<file path="src/sv/rjf_pkg.sv">
`timescale 1ns / 1ps

package rjf_pkg;

    localparam int Q_DEPTH = 2;
    localparam int Q_AW    = 1;

    localparam logic ACT_HEADER  = 1'b0;
    localparam logic ACT_PAYLOAD = 1'b1;

    localparam logic [6:0] CH_LBRACE = 7'h7B;
    localparam logic [6:0] CH_RBRACE = 7'h7D;
    localparam logic [6:0] CH_QUOTE  = 7'h22;
    localparam logic [6:0] CH_COLON  = 7'h3A;
    localparam logic [6:0] CH_COMMA  = 7'h2C;
    localparam logic [6:0] CH_MINUS  = 7'h2D;
    localparam logic [6:0] CH_LF     = 7'h0A;
    localparam logic [6:0] CH_CR     = 7'h0D;
    localparam logic [6:0] CH_ZERO   = 7'h30;
    localparam logic [6:0] CH_KEY_L  = 7'h4C;
    localparam logic [6:0] CH_KEY_Q  = 7'h51;
    localparam logic [6:0] CH_KEY_R  = 7'h52;
    localparam logic [6:0] CH_KEY_C  = 7'h43;
    localparam logic [6:0] CH_KEY_S  = 7'h53;
    localparam logic [6:0] CH_HEX_AF = 7'h37;   // 'A' - 10

    localparam logic [3:0] NIBBLE_MASK = 4'hF;

    typedef enum logic [2:0] {
        FLD_L,
        FLD_Q,
        FLD_R,
        FLD_C,
        FLD_S
    } field_t;

    typedef enum logic [3:0] {
        PH_OPEN,
        PH_KEY_QUOTE,
        PH_KEY_NAME,
        PH_KEY_END,
        PH_COLON,
        PH_SIGN,
        PH_DIGIT,
        PH_COMMA,
        PH_STR_QUOTE,
        PH_HEX_HI,
        PH_HEX_LO,
        PH_CL_QUOTE,
        PH_CL_BRACE,
        PH_CL_NL,
        PH_CL_CR
    } phase_t;

    // three BCD digits, first = index of the leading printed digit
    typedef struct packed {
        logic [3:0] d2;
        logic [3:0] d1;
        logic [3:0] d0;
        logic [1:0] first;
    } num_t;

    typedef struct packed {
        logic           is_hdr;
        logic           close;
        logic           neg;
        logic [7:0]     byte_val;
        num_t [3:0]     num;
    } cmd_t;

    function automatic num_t to_dec(input logic [7:0] v);
        logic [19:0] sh;
        num_t        r;
        sh = {12'd0, v};
        for (int i = 0; i < 8; i++)
        begin
            if (sh[11:8] > 4'd4)
                sh[11:8] = sh[11:8] + 4'd3;
            if (sh[15:12] > 4'd4)
                sh[15:12] = sh[15:12] + 4'd3;
            if (sh[19:16] > 4'd4)
                sh[19:16] = sh[19:16] + 4'd3;
            sh = {sh[18:0], 1'b0};
        end
        r.d2 = sh[19:16];
        r.d1 = sh[15:12];
        r.d0 = sh[11:8];
        if (r.d2 != 4'd0)
            r.first = 2'd0;
        else if (r.d1 != 4'd0)
            r.first = 2'd1;
        else
            r.first = 2'd2;
        return r;
    endfunction

    function automatic logic [6:0] hex_char(input logic [3:0] v);
        if (v < 4'd10)
            return CH_ZERO + {3'd0, v};
        else
            return CH_HEX_AF + {3'd0, v};
    endfunction

    function automatic logic [6:0] key_char(input field_t f);
        logic [6:0] c;
        unique case (f)
            FLD_L:   c = CH_KEY_L;
            FLD_Q:   c = CH_KEY_Q;
            FLD_R:   c = CH_KEY_R;
            FLD_C:   c = CH_KEY_C;
            FLD_S:   c = CH_KEY_S;
            default: c = CH_KEY_S;
        endcase
        return c;
    endfunction

endpackage

</file>
<file path="src/sv/rjf_front.sv">
`timescale 1ns / 1ps

module rjf_front #(
    parameter int MAX_PAYLOAD = 127
) (
    input  logic               clk,
    input  logic               rst_n,
    input  logic               in_valid,
    output logic               in_stall,
    input  logic               action,
    input  logic [6:0]         pkt_length,
    input  logic [7:0]         link_quality,
    input  logic signed [7:0]  signal_strength,
    input  logic [7:0]         radio_channel,
    input  logic [7:0]         payload_byte,
    input  logic               q_full,
    output logic               push,
    output rjf_pkg::cmd_t      cmd
);
    import rjf_pkg::*;

    localparam logic [7:0] MAX_LEN = 8'(MAX_PAYLOAD);

    logic       open_reg, open_next;
    logic [6:0] rem_reg, rem_next;
    logic       accept;
    logic [6:0] len_sat;
    logic [7:0] rs_mag;
    logic       byte_live;

    assign in_stall = q_full;
    assign accept   = in_valid && !q_full;

    assign len_sat   = ({1'b0, pkt_length} > MAX_LEN) ? MAX_LEN[6:0] : pkt_length;
    assign rs_mag    = signal_strength[7] ? (~signal_strength + 8'd1) : signal_strength;
    assign byte_live = open_reg && (rem_reg != 7'd0);

    always_comb
    begin
        cmd.is_hdr   = (action == ACT_HEADER);
        cmd.neg      = signal_strength[7];
        cmd.byte_val = payload_byte;
        cmd.num[0]   = to_dec({1'b0, len_sat});
        cmd.num[1]   = to_dec(link_quality);
        cmd.num[2]   = to_dec(rs_mag);
        cmd.num[3]   = to_dec(radio_channel);
        cmd.close    = (action == ACT_HEADER) ? (len_sat == 7'd0) : (rem_reg == 7'd1);
    end

    assign push = accept && ((action == ACT_HEADER) || byte_live);

    always_comb
    begin
        open_next = open_reg;
        rem_next  = rem_reg;
        if (accept)
        begin
            if (action == ACT_HEADER)
            begin
                open_next = (len_sat != 7'd0);
                rem_next  = len_sat;
            end
            else if (byte_live)
            begin
                rem_next  = rem_reg - 7'd1;
                open_next = (rem_reg != 7'd1);
            end
            else
            begin
                open_next = 1'b0;
                rem_next  = 7'd0;
            end
        end
    end

    always_ff @(posedge clk or negedge rst_n)
    begin
        if (!rst_n)
        begin
            open_reg <= 1'b0;
            rem_reg  <= 7'd0;
        end
        else
        begin
            open_reg <= open_next;
            rem_reg  <= rem_next;
        end
    end

endmodule

</file>
<file path="src/sv/rjf_queue.sv">
`timescale 1ns / 1ps

module rjf_queue (
    input  logic           clk,
    input  logic           rst_n,
    input  logic           push,
    input  rjf_pkg::cmd_t  wr_data,
    output logic           full,
    input  logic           pop,
    output logic           rd_valid,
    output rjf_pkg::cmd_t  rd_data
);
    import rjf_pkg::*;

    localparam logic [Q_AW:0] DEPTH_CNT = (Q_AW + 1)'(Q_DEPTH);

    cmd_t            mem_reg [Q_DEPTH];
    logic [Q_AW-1:0] wr_ptr_reg, rd_ptr_reg;
    logic [Q_AW:0]   count_reg;
    logic            do_push, do_pop;

    assign full     = (count_reg == DEPTH_CNT);
    assign rd_valid = (count_reg != '0);
    assign rd_data  = mem_reg[rd_ptr_reg];
    assign do_push  = push && !full;
    assign do_pop   = pop && rd_valid;

    always_ff @(posedge clk)
    begin
        if (do_push)
            mem_reg[wr_ptr_reg] <= wr_data;
    end

    always_ff @(posedge clk or negedge rst_n)
    begin
        if (!rst_n)
        begin
            wr_ptr_reg <= '0;
            rd_ptr_reg <= '0;
            count_reg  <= '0;
        end
        else
        begin
            if (do_push)
                wr_ptr_reg <= wr_ptr_reg + 1'b1;
            if (do_pop)
                rd_ptr_reg <= rd_ptr_reg + 1'b1;
            if (do_push && !do_pop)
                count_reg <= count_reg + 1'b1;
            else if (do_pop && !do_push)
                count_reg <= count_reg - 1'b1;
        end
    end

endmodule

</file>
<file path="src/sv/rjf_back.sv">
`timescale 1ns / 1ps

module rjf_back (
    input  logic           clk,
    input  logic           rst_n,
    input  logic           q_valid,
    input  rjf_pkg::cmd_t  q_data,
    output logic           pop,
    output logic           out_valid,
    input  logic           out_stall,
    output logic [6:0]     char_out,
    output logic           line_end
);
    import rjf_pkg::*;

    logic       busy_reg, busy_next;
    phase_t     phase_reg, phase_next;
    field_t     field_reg, field_next;
    logic [1:0] digit_reg, digit_next;
    cmd_t       cmd_reg, cmd_next;
    logic       out_valid_reg;
    logic [6:0] char_reg;
    logic       last_reg;

    logic       advance;
    logic       done;
    logic [1:0] fidx;
    num_t       cur_num;
    logic [6:0] cur_char;
    logic       cur_last;

    assign advance = !out_valid_reg || !out_stall;
    assign fidx    = 2'(field_reg);
    assign cur_num = cmd_reg.num[fidx];

    // sequencer: next phase within the current command, then reload
    always_comb
    begin
        phase_next = phase_reg;
        field_next = field_reg;
        digit_next = digit_reg;
        busy_next  = busy_reg;
        cmd_next   = cmd_reg;
        done       = 1'b0;
        pop        = 1'b0;
        if (busy_reg && advance)
        begin
            unique case (phase_reg)
                PH_OPEN:
                begin
                    phase_next = PH_KEY_QUOTE;
                    field_next = FLD_L;
                end
                PH_KEY_QUOTE: phase_next = PH_KEY_NAME;
                PH_KEY_NAME:  phase_next = PH_KEY_END;
                PH_KEY_END:   phase_next = PH_COLON;
                PH_COLON:
                begin
                    priority if (field_reg == FLD_S)
                        phase_next = PH_STR_QUOTE;
                    else if (field_reg == FLD_R && cmd_reg.neg)
                        phase_next = PH_SIGN;
                    else
                    begin
                        phase_next = PH_DIGIT;
                        digit_next = cur_num.first;
                    end
                end
                PH_SIGN:
                begin
                    phase_next = PH_DIGIT;
                    digit_next = cur_num.first;
                end
                PH_DIGIT:
                begin
                    if (digit_reg == 2'd2)
                        phase_next = PH_COMMA;
                    else
                        digit_next = digit_reg + 2'd1;
                end
                PH_COMMA:
                begin
                    phase_next = PH_KEY_QUOTE;
                    field_next = field_t'(field_reg + 3'd1);
                end
                PH_STR_QUOTE, PH_HEX_LO:
                begin
                    if (cmd_reg.close)
                        phase_next = PH_CL_QUOTE;
                    else
                        done = 1'b1;
                end
                PH_HEX_HI:   phase_next = PH_HEX_LO;
                PH_CL_QUOTE: phase_next = PH_CL_BRACE;
                PH_CL_BRACE: phase_next = PH_CL_NL;
                PH_CL_NL:    phase_next = PH_CL_CR;
                PH_CL_CR:    done = 1'b1;
                default:     done = 1'b1;
            endcase
        end
        if (!busy_reg || done)
        begin
            if (q_valid)
            begin
                pop        = 1'b1;
                busy_next  = 1'b1;
                cmd_next   = q_data;
                phase_next = q_data.is_hdr ? PH_OPEN : PH_HEX_HI;
            end
            else
                busy_next = 1'b0;
        end
    end

    always_comb
    begin
        cur_last = 1'b0;
        unique case (phase_reg)
            PH_OPEN:      cur_char = CH_LBRACE;
            PH_KEY_QUOTE: cur_char = CH_QUOTE;
            PH_KEY_NAME:  cur_char = key_char(field_reg);
            PH_KEY_END:   cur_char = CH_QUOTE;
            PH_COLON:     cur_char = CH_COLON;
            PH_SIGN:      cur_char = CH_MINUS;
            PH_DIGIT:
            begin
                unique case (digit_reg)
                    2'd0:    cur_char = CH_ZERO + {3'd0, cur_num.d2};
                    2'd1:    cur_char = CH_ZERO + {3'd0, cur_num.d1};
                    default: cur_char = CH_ZERO + {3'd0, cur_num.d0};
                endcase
            end
            PH_COMMA:     cur_char = CH_COMMA;
            PH_STR_QUOTE: cur_char = CH_QUOTE;
            PH_HEX_HI:    cur_char = hex_char(cmd_reg.byte_val[7:4]);
            PH_HEX_LO:    cur_char = hex_char(cmd_reg.byte_val[3:0] & NIBBLE_MASK);
            PH_CL_QUOTE:  cur_char = CH_QUOTE;
            PH_CL_BRACE:  cur_char = CH_RBRACE;
            PH_CL_NL:     cur_char = CH_LF;
            PH_CL_CR:
            begin
                cur_char = CH_CR;
                cur_last = 1'b1;
            end
            default:      cur_char = CH_CR;
        endcase
    end

    always_ff @(posedge clk)
    begin
        cmd_reg <= cmd_next;
        if (busy_reg && advance)
        begin
            char_reg <= cur_char;
            last_reg <= cur_last;
        end
    end

    always_ff @(posedge clk or negedge rst_n)
    begin
        if (!rst_n)
        begin
            busy_reg      <= 1'b0;
            phase_reg     <= PH_OPEN;
            field_reg     <= FLD_L;
            digit_reg     <= 2'd0;
            out_valid_reg <= 1'b0;
        end
        else
        begin
            busy_reg  <= busy_next;
            phase_reg <= phase_next;
            field_reg <= field_next;
            digit_reg <= digit_next;
            if (advance)
                out_valid_reg <= busy_reg;
        end
    end

    assign out_valid = out_valid_reg;
    assign char_out  = char_reg;
    assign line_end  = last_reg;

endmodule

</file>
<file path="src/sv/radio_packet_json_hex_framer.sv">
`timescale 1ns / 1ps

// Radio packet to JSON line framer. Each header beat becomes the text
// {"L":n,"Q":n,"R":n,"C":n,"S":" and each payload beat two upper-case hex
// digits; the last byte (or a zero-length header) appends "}, LF and CR, with
// line_end set on the CR. One character leaves per cycle from the output
// sequencer while out_stall is low. A 2-entry command queue sits between
// the input side and the sequencer: input beats are taken every cycle while
// the queue has room, so the sustained rate is set by the sequencer.
// Payload beats with no packet open are taken and dropped; a new header
// abandons any open packet without closing it.
module radio_packet_json_hex_framer #(
    parameter int MAX_PAYLOAD = 127
) (
    input  logic               clk,
    input  logic               rst_n,
    input  logic               in_valid,
    output logic               in_stall,
    input  logic               action,
    input  logic [6:0]         pkt_length,
    input  logic [7:0]         link_quality,
    input  logic signed [7:0]  signal_strength,
    input  logic [7:0]         radio_channel,
    input  logic [7:0]         payload_byte,
    output logic               out_valid,
    input  logic               out_stall,
    output logic [6:0]         char_out,
    output logic               line_end
);
    import rjf_pkg::*;

    cmd_t push_cmd, pop_cmd;
    logic push, pop, q_full, q_valid;

    rjf_front #(
        .MAX_PAYLOAD (MAX_PAYLOAD)
    ) u_front (
        .clk             (clk),
        .rst_n           (rst_n),
        .in_valid        (in_valid),
        .in_stall        (in_stall),
        .action          (action),
        .pkt_length      (pkt_length),
        .link_quality    (link_quality),
        .signal_strength (signal_strength),
        .radio_channel   (radio_channel),
        .payload_byte    (payload_byte),
        .q_full          (q_full),
        .push            (push),
        .cmd             (push_cmd)
    );

    rjf_queue u_queue (
        .clk      (clk),
        .rst_n    (rst_n),
        .push     (push),
        .wr_data  (push_cmd),
        .full     (q_full),
        .pop      (pop),
        .rd_valid (q_valid),
        .rd_data  (pop_cmd)
    );

    rjf_back u_back (
        .clk       (clk),
        .rst_n     (rst_n),
        .q_valid   (q_valid),
        .q_data    (pop_cmd),
        .pop       (pop),
        .out_valid (out_valid),
        .out_stall (out_stall),
        .char_out  (char_out),
        .line_end  (line_end)
    );

endmodule

</file>
<file path="config.mk">
export PLATFORM = sky130hd
export DESIGN_NAME = radio_packet_json_hex_framer
export DESIGN_NICKNAME = d
export VERILOG_FILES = /design/src/sv/rjf_pkg.sv /design/src/sv/rjf_front.sv /design/src/sv/rjf_queue.sv /design/src/sv/rjf_back.sv /design/src/sv/radio_packet_json_hex_framer.sv
export SDC_FILE = /design/constraint.sdc
export NUM_CORES = 1
export LEC_CHECK = 0
export ABC_AREA = 0
export BUFFER_PORTS_ARGS = -buffer_cell sky130_fd_sc_hd__buf_4
export CAP_MARGIN = 20
export CORE_ASPECT_RATIO = 0.6
export CORE_MARGIN = 3
export CORE_UTILIZATION = 35
export CTS_BUF_LIST = sky130_fd_sc_hd__clkbuf_16
export DETAILED_ROUTE_END_ITERATION = 16
export GPL_ROUTABILITY_DRIVEN = 0
export SYNTH_ARGS = -nofsm -noshare
export SYNTH_HDL_FRONTEND = slang
export SYNTH_HIERARCHICAL = 1
export SYNTH_SLANG_ARGS = --single-unit
</file>
<file path="constraint.sdc">
create_clock -name clk -period 8.5 [get_ports clk]
set_clock_uncertainty 0.15 [all_clocks]
set_input_delay 1.7 -clock clk [delete_from_list [all_inputs] [get_ports clk]]
set_output_delay 1.7 -clock clk [all_outputs]
set_load 0.01 [all_outputs]
</file>
# Yosys cells after proc, flatten, opt, wreduce, memory -nomap -nowiden
# Memories as Yosys holds them, arrays and structs flattened.
# Cells that the tools add are included.
[classes] addsub=41 n_mul=0 n_div=0 n_lt_le_gt_ge=29 n_eq_ne=26 shift=0 muxes=71 bitwise=2 n_reduce_logical=42
[ops] cell="4-bit two-way mux" n=33
[ops] cell="7-bit one-hot mux with 11 select lines" n=1
[ops] cell="4-bit by 2-bit adder with 4-bit output (second input constant)" n=18
[ops] cell="4-bit by 3-bit greater-than comparator with 1-bit output (second input constant)" n=18
[ops] cell="6-bit by 4-bit adder with 7-bit output (first input constant)" n=7
[ops] cell="4-bit one-hot mux with 12 select lines" n=1
[ops] cell="3-bit by 2-bit adder with 4-bit output (second input constant)" n=8
[ops] cell="14-bit binary-select mux with 2-bit select" n=1
[ops] cell="4-bit equality test (second input constant)" n=7
[ops] cell="2-bit two-way mux" n=14
[ops] cell="7-bit two-way mux" n=4
[ops] cell="3-bit greater-than comparator (second input constant)" n=8
[ops] cell="5-bit one-hot mux with 4 select lines" n=1
[ops] cell="4-bit by 3-bit equality test with 1-bit output (second input constant)" n=4
[ops] cell="4-bit nonzero test" n=4
[ops] cell="14-bit two-way mux" n=1
[ops] cell="7-bit one-hot mux with 2 select lines" n=1
[ops] cell="7-bit nonzero test" n=2
[ops] cell="2-bit nonzero test" n=6
[ops] cell="12-bit OR reduction" n=1
[ops] cell="1-bit two-way mux" n=10
[ops] cell="1-bit logical AND" n=9
[ops] cell="8-bit by 1-bit adder with 8-bit output (second input constant)" n=1
[ops] cell="4-bit by 2-bit equality test with 1-bit output (second input constant)" n=2
[ops] cell="33 further kinds" n=49
[totals] reg_bits=97 latchBits=0 ramBits=116 mem_bits_ro=0 inputBits=44 output_inout_bits=10 elab_cells=243 mem_count=1
[memory_table] memory="u_queue.mem_reg" words=2 word_bits=58 rd=1 rd_clocked_by_memory_dff=0 write_ports=1 line_no="rjf_queue.sv:17" rtl="cmd_t mem_reg [Q_DEPTH];"

# Longest topological paths before layout
[logic_depth] ltp_word=16 ltp_mapped=26 mapped_depth_nobuf=26

# Hierarchy
# The synthesis kept the hierarchy.
[modules_own_cells] module="rjf_queue" n_inst=1 cells_each=228 area_each_um2=5123.7
[modules_own_cells] module="rjf_back" n_inst=1 cells_each=287 area_each_um2=3975.1
[modules_own_cells] module="rjf_front" n_inst=1 cells_each=491 area_each_um2=3623.5

# Worst setup path after synthesis
# Ideal clock, no wire load.
[synth_timing] path_type="input -> register" start="input port signal_strength[4]" end="memory u_queue/mem_reg[0][28] (netlist name), data pin" arrival_ns=6.191 required_ns=8.092 setup_slack_ns=1.901 cell_stages=25 n_path_buf=1 cell_sequence="or4_4 buf_6 o32a_1 nand2_1 ha_1 o21ba_2 mux2_2 inv_2 ha_1 a221o_2 xnor2_2 inv_1 ha_1 inv_1 nand2_1 o32a_1 nand3_1 mux2_4 inv_4 ha_1 a21oi_1 mux2i_1 a31o_1 nand4bb_1 o21ba_1"
[synth_via] elab_chain_cells=13 elab_cells_between_ends=18 classes_between="6 x add/sub; 5 x order compare; 6 x mux; 1 x bitwise"
[synth_lines] item="start: declaration" line_no="radio_packet_json_hex_framer.sv:22" rtl="input logic signed [7:0] signal_strength,"
[synth_lines] item="8-bit NOT" line_no="rjf_front.sv:35" rtl="assign rs_mag = signal_strength[7] ? (~signal_strength + 8'd1) : signal_strength;"
[synth_lines] item="8-bit by 1-bit adder with 8-bit output" line_no="rjf_front.sv:35"
[synth_lines] item="8-bit two-way mux (*)" line_no="rjf_front.sv:35"
[synth_lines] item="3-bit by 2-bit adder with 4-bit output or 3-bit greater-than comparator (tied branches)" line_no="rjf_pkg.sv:78, rjf_pkg.sv:77"
[synth_lines] item="4-bit two-way mux" line_no="rjf_pkg.sv:77" rtl="if (sh[11:8] > 4'd4)"
[synth_lines] item="4-bit by 2-bit adder with 4-bit output or 4-bit by 3-bit greater-than comparator with 1-bit output (tied branches)" line_no="rjf_pkg.sv:78, rjf_pkg.sv:77"
[synth_lines] item="4-bit two-way mux (*)" line_no="rjf_pkg.sv:77"
[synth_lines] item="4-bit by 2-bit adder with 4-bit output or 4-bit by 3-bit greater-than comparator with 1-bit output (tied branches)" line_no="rjf_pkg.sv:78, rjf_pkg.sv:77"
[synth_lines] item="4-bit two-way mux (*)" line_no="rjf_pkg.sv:77"
[synth_lines] item="4-bit by 3-bit greater-than comparator with 1-bit output or 4-bit by 2-bit adder with 4-bit output (tied branches)" line_no="rjf_pkg.sv:77, rjf_pkg.sv:78"
[synth_lines] item="4-bit two-way mux (*)" line_no="rjf_pkg.sv:77"
[synth_lines] item="4-bit by 2-bit adder with 4-bit output or 4-bit by 3-bit greater-than comparator with 1-bit output (tied branches)" line_no="rjf_pkg.sv:78, rjf_pkg.sv:77"
[synth_lines] item="4-bit two-way mux (*)" line_no="rjf_pkg.sv:77"
[synth_lines] item="end: declaration" line_no="rjf_queue.sv:17"
# Mark *: on every way between the ends. The rest lies on a longest branch, timed or not.

# Worst setup path after layout
[layout_timing] start="input port signal_strength[0]" end="memory u_queue/mem_reg[0][28] (netlist name), data pin"
[layout_via] elab_chain_cells=13 elab_cells_between_ends=18 classes_between="6 x add/sub; 5 x order compare; 6 x mux; 1 x bitwise"
[layout_lines] item="8-bit NOT (*)" line_no="rjf_front.sv:35"
[layout_lines] item="8-bit by 1-bit adder with 8-bit output (*)" line_no="rjf_front.sv:35"
[layout_lines] item="8-bit two-way mux (*)" line_no="rjf_front.sv:35"
[layout_lines] item="3-bit by 2-bit adder with 4-bit output or 3-bit greater-than comparator (tied branches)" line_no="rjf_pkg.sv:78, rjf_pkg.sv:77"
[layout_lines] item="4-bit two-way mux" line_no="rjf_pkg.sv:77"
[layout_lines] item="4-bit by 2-bit adder with 4-bit output or 4-bit by 3-bit greater-than comparator with 1-bit output (tied branches)" line_no="rjf_pkg.sv:78, rjf_pkg.sv:77"
[layout_lines] item="4-bit two-way mux" line_no="rjf_pkg.sv:77"
[layout_lines] item="4-bit by 2-bit adder with 4-bit output or 4-bit by 3-bit greater-than comparator with 1-bit output (tied branches)" line_no="rjf_pkg.sv:78, rjf_pkg.sv:77"
[layout_lines] item="4-bit two-way mux" line_no="rjf_pkg.sv:77"
[layout_lines] item="4-bit by 3-bit greater-than comparator with 1-bit output or 4-bit by 2-bit adder with 4-bit output (tied branches)" line_no="rjf_pkg.sv:77, rjf_pkg.sv:78"
[layout_lines] item="4-bit two-way mux" line_no="rjf_pkg.sv:77"
[layout_lines] item="4-bit by 2-bit adder with 4-bit output or 4-bit by 3-bit greater-than comparator with 1-bit output (tied branches)" line_no="rjf_pkg.sv:78, rjf_pkg.sv:77"
[layout_lines] item="4-bit two-way mux (*)" line_no="rjf_pkg.sv:77"
# Marks and branches as above.

==> metrics <==
Cells after Synth 1006; Psw 1.463 mW; Worst Reg2Reg Path Length in Cells 5; switch share 0.3329; Placed Area 13420 um^2; number of CTS-inserted buffers 23; Nets 1154; worst min path class flip-flop to flip-flop; Tcrit/Tclk final 0.8041; Filler cells 3381; max-slew violation count 0; Port Buf Inserts 53; post-synth top area share 0.4910; CTS tree built; Area contributors post-synth edfxtp_1, ha_1, mux2_2; grt met3 use 0.03077; # clock sinks 231; per-cell routed wire length 16.07 um; Initial Util 0.3593; EDFF count, synth 208; antenna fix cells 0; setup TNS 0 ns; Worst slew margin 0.3284; Clk Latency, worst-skew pair 0.52 ns; Detailed Routing Iterations Pass 1 5; Slew @ Worst Pin 1.007 ns; Die Span Y 153.7 um; gr busiest metal met1; min cycle time layout 6.835 ns; worst vdd ir 0.1477 mV; Post-synth ARST share 0.09957; Die ar. 38750 um^2; Peak Freq 0.1463 GHz; syn avg cell area 12.65 um^2; vias in the first global route 7383; Comb pwr share 0.342; largest net degree at the start of global routing 71; CP Class primary input to flip-flop; CP startpoint kind primary input; met1 Resource Use GR 0.1898; Mapped Area 12720 um^2; Post-route DRC 0; R2R setup slack 5.53 ns; Vias 7791; antenna violations before repair 0; Site Rows 53; status completed; Main synth FF type edfxtp_1; DRT antenna net count 0; Hold Buf Count CTS 0; first-pass GRT wire length 39540 um; nature of the critical path endpoint flip-flop; final WL 24530 um; data arrival time of the critical path 6.96 ns; WP data required 8.62 ns; WHS Path Cells 1; Max clock buf depth 3; Clock Tree Root clkbuf_16; cell taking the most area after synthesis edfxtp_1; H-Tree Depth 1; setup bufs post-CTS 0; Vias/cell 5.106; #FFs+latches synth 231; All-Layer GR Usage 0.1258; Post-DP HPWL 16750 um; DRT iter0 DRCs 613; Distinct cells, synth 98; Pleak 5.326 nW; area of the core 35410 um^2; Synth-to-Final Area Change 11.30%; CP Max Fanout 9; layout cell share with drive strength beyond 1 0.2030; most common cell in the synthesized netlist edfxtp_1; Largest register FFs 134; grt ovf 0; Ports 54; Max-cap violations 0; met2 GRT Util 0.1850; Commonest cells post-synth edfxtp_1, inv_1, ha_1; cell internal pwr 2.933 mW; post-synthesis sequential area ratio 0.5362; Reg clk slew, reported paths 0.06 ns; CTS resizes 0; clock power share 0.229; final count of hold timing violations 0; Flop pwr share 0.429; Final Instance Area 14160 um^2; endpoints failing setup 0; RSZ-0062 raised after global routing false; power per cell area 310.5 nW/um^2; synthesis warning total 6; chip width 252.1 um
==> final cells by class <==
cell class	count	area [um^2]	area share
Clock inverter	16	158.9	0.01122
Tap cell	467	584.3	0.04127
Inverter	74	280.3	0.01979
Timing Repair Buffer	59	440.4	0.03110
Clock buffer	23	575.6	0.04065
Multi-Input combinational cell	656	5295	0.3740
Sequential cell	231	6825	0.4820
==> kinds of logic (layout without fill, tap and decap cells) <==
group,count (synthesis),count (layout),share of synthesized area
flip-flops,231,231,0.5362
AO/OA/AOI/OAI,212,212,0.1147
AND/OR/NAND/NOR,210,210,0.08960
multiplexers,128,128,0.1220
buffers and inverters,127,172,0.05065
adder cells (fa/ha/maj),65,65,0.06393
XOR/XNOR,32,32,0.02262
other,1,9,0.0002948
==> worst paths after layout <==
path                                             startpoint                               end
min reg2reg                u_queue/count_reg[1]$_DFFE_PN0P_  u_queue/count_reg[1]$_DFFE_PN0P_
max reg2reg                   u_back/phase_reg[0]$_DFF_PN0_      u_back/cmd_reg[45]$_DFFE_PP_
min                        u_queue/count_reg[1]$_DFFE_PN0P_  u_queue/count_reg[1]$_DFFE_PN0P_
max in group asynchronous                             rst_n    u_queue/rd_ptr_reg$_DFFE_PN0P_
max                                      signal_strength[0]  u_queue/mem_reg[0][28]$_DFFE_PP_
min in group asynchronous                             rst_n     u_back/phase_reg[1]$_DFF_PN0_
==> worst max-delay path, cell delays in order <==
cell and delay [ns]:
buf_4 0.14, inv_1 0.07, ha_1 0.31, or3b_2 0.49
a211oi_2 0.41, ha_1 0.43, nand3b_1 0.16, o22a_1 0.17
nand2_1 0.09, o21ai_0 0.32, nand2_1 0.11, o311ai_2 0.35
ha_1 0.27, inv_1 0.07, ha_1 0.20, xnor2_1 0.33
inv_1 0.17, ha_1 0.29, a21oi_1 0.13, mux2i_1 0.08
a31o_1 0.23, nand4bb_1 0.22, o21ba_1 0.21
==> placed cells by master (no fill, tap or decap), types with 6 or more instances in the layout <==
cell type,synthesis,routed
o22ai_1,14,14
clkbuf_16,0,23
nor2_1,45,44
dfrtp_1,23,22
mux2_4,21,21
inv_1,72,73
ha_1,65,65
nand2_1,50,50
or3_1,11,11
nand2b_1,20,20
clkinv_1,0,6
nand3_1,10,10
edfxtp_1,208,208
conb_1,1,9
mux2i_1,43,43
o211ai_1,11,11
xnor2_1,27,27
mux2_2,58,58
buf_4,25,58
a21oi_1,49,49
o31ai_1,9,9
o21ai_0,49,49
nor3_1,17,17
a21o_1,9,9
or2_2,8,8
a211oi_1,8,8
==> power groups by stage <==
stage | Combinational [mW] | Sequential [mW] | Clock [mW]
2_1_floorplan | 1.25 | 1.80 | 0
3_3_place_gp | 1.47 | 1.90 | 0
3_5_place_dp | 1.50 | 1.91 | 0
4_1_cts | 1.51 | 1.89 | 1.04
5_1_grt | 1.67 | 1.93 | 1.09
6_report | 1.50 | 1.89 | 1.01
==> stage by stage <==
step                hold WS (ns)  total power [mW]  instances  setup WS [ns]    util
CTS                       0.3504             4.440       1525          1.718  0.3997
detailed placement        0.3369             3.412       1486          1.185  0.3790
floorplan                 0.3059             3.044       1014          1.901       -
global placement          0.3310             3.378       1486          1.340  0.3790
global route              0.3718             4.686       1526          1.163  0.3999
finish                    0.3435             4.396       1526          1.665  0.3999
==> per-layer routing <==
layer,up-vias,routed length [um]
li1,3824,-
met1,3741,12430
met2,196,10270
met3,30,1520
met4,0,311
met5,-,0
Power figures use the tool's default switching activity.
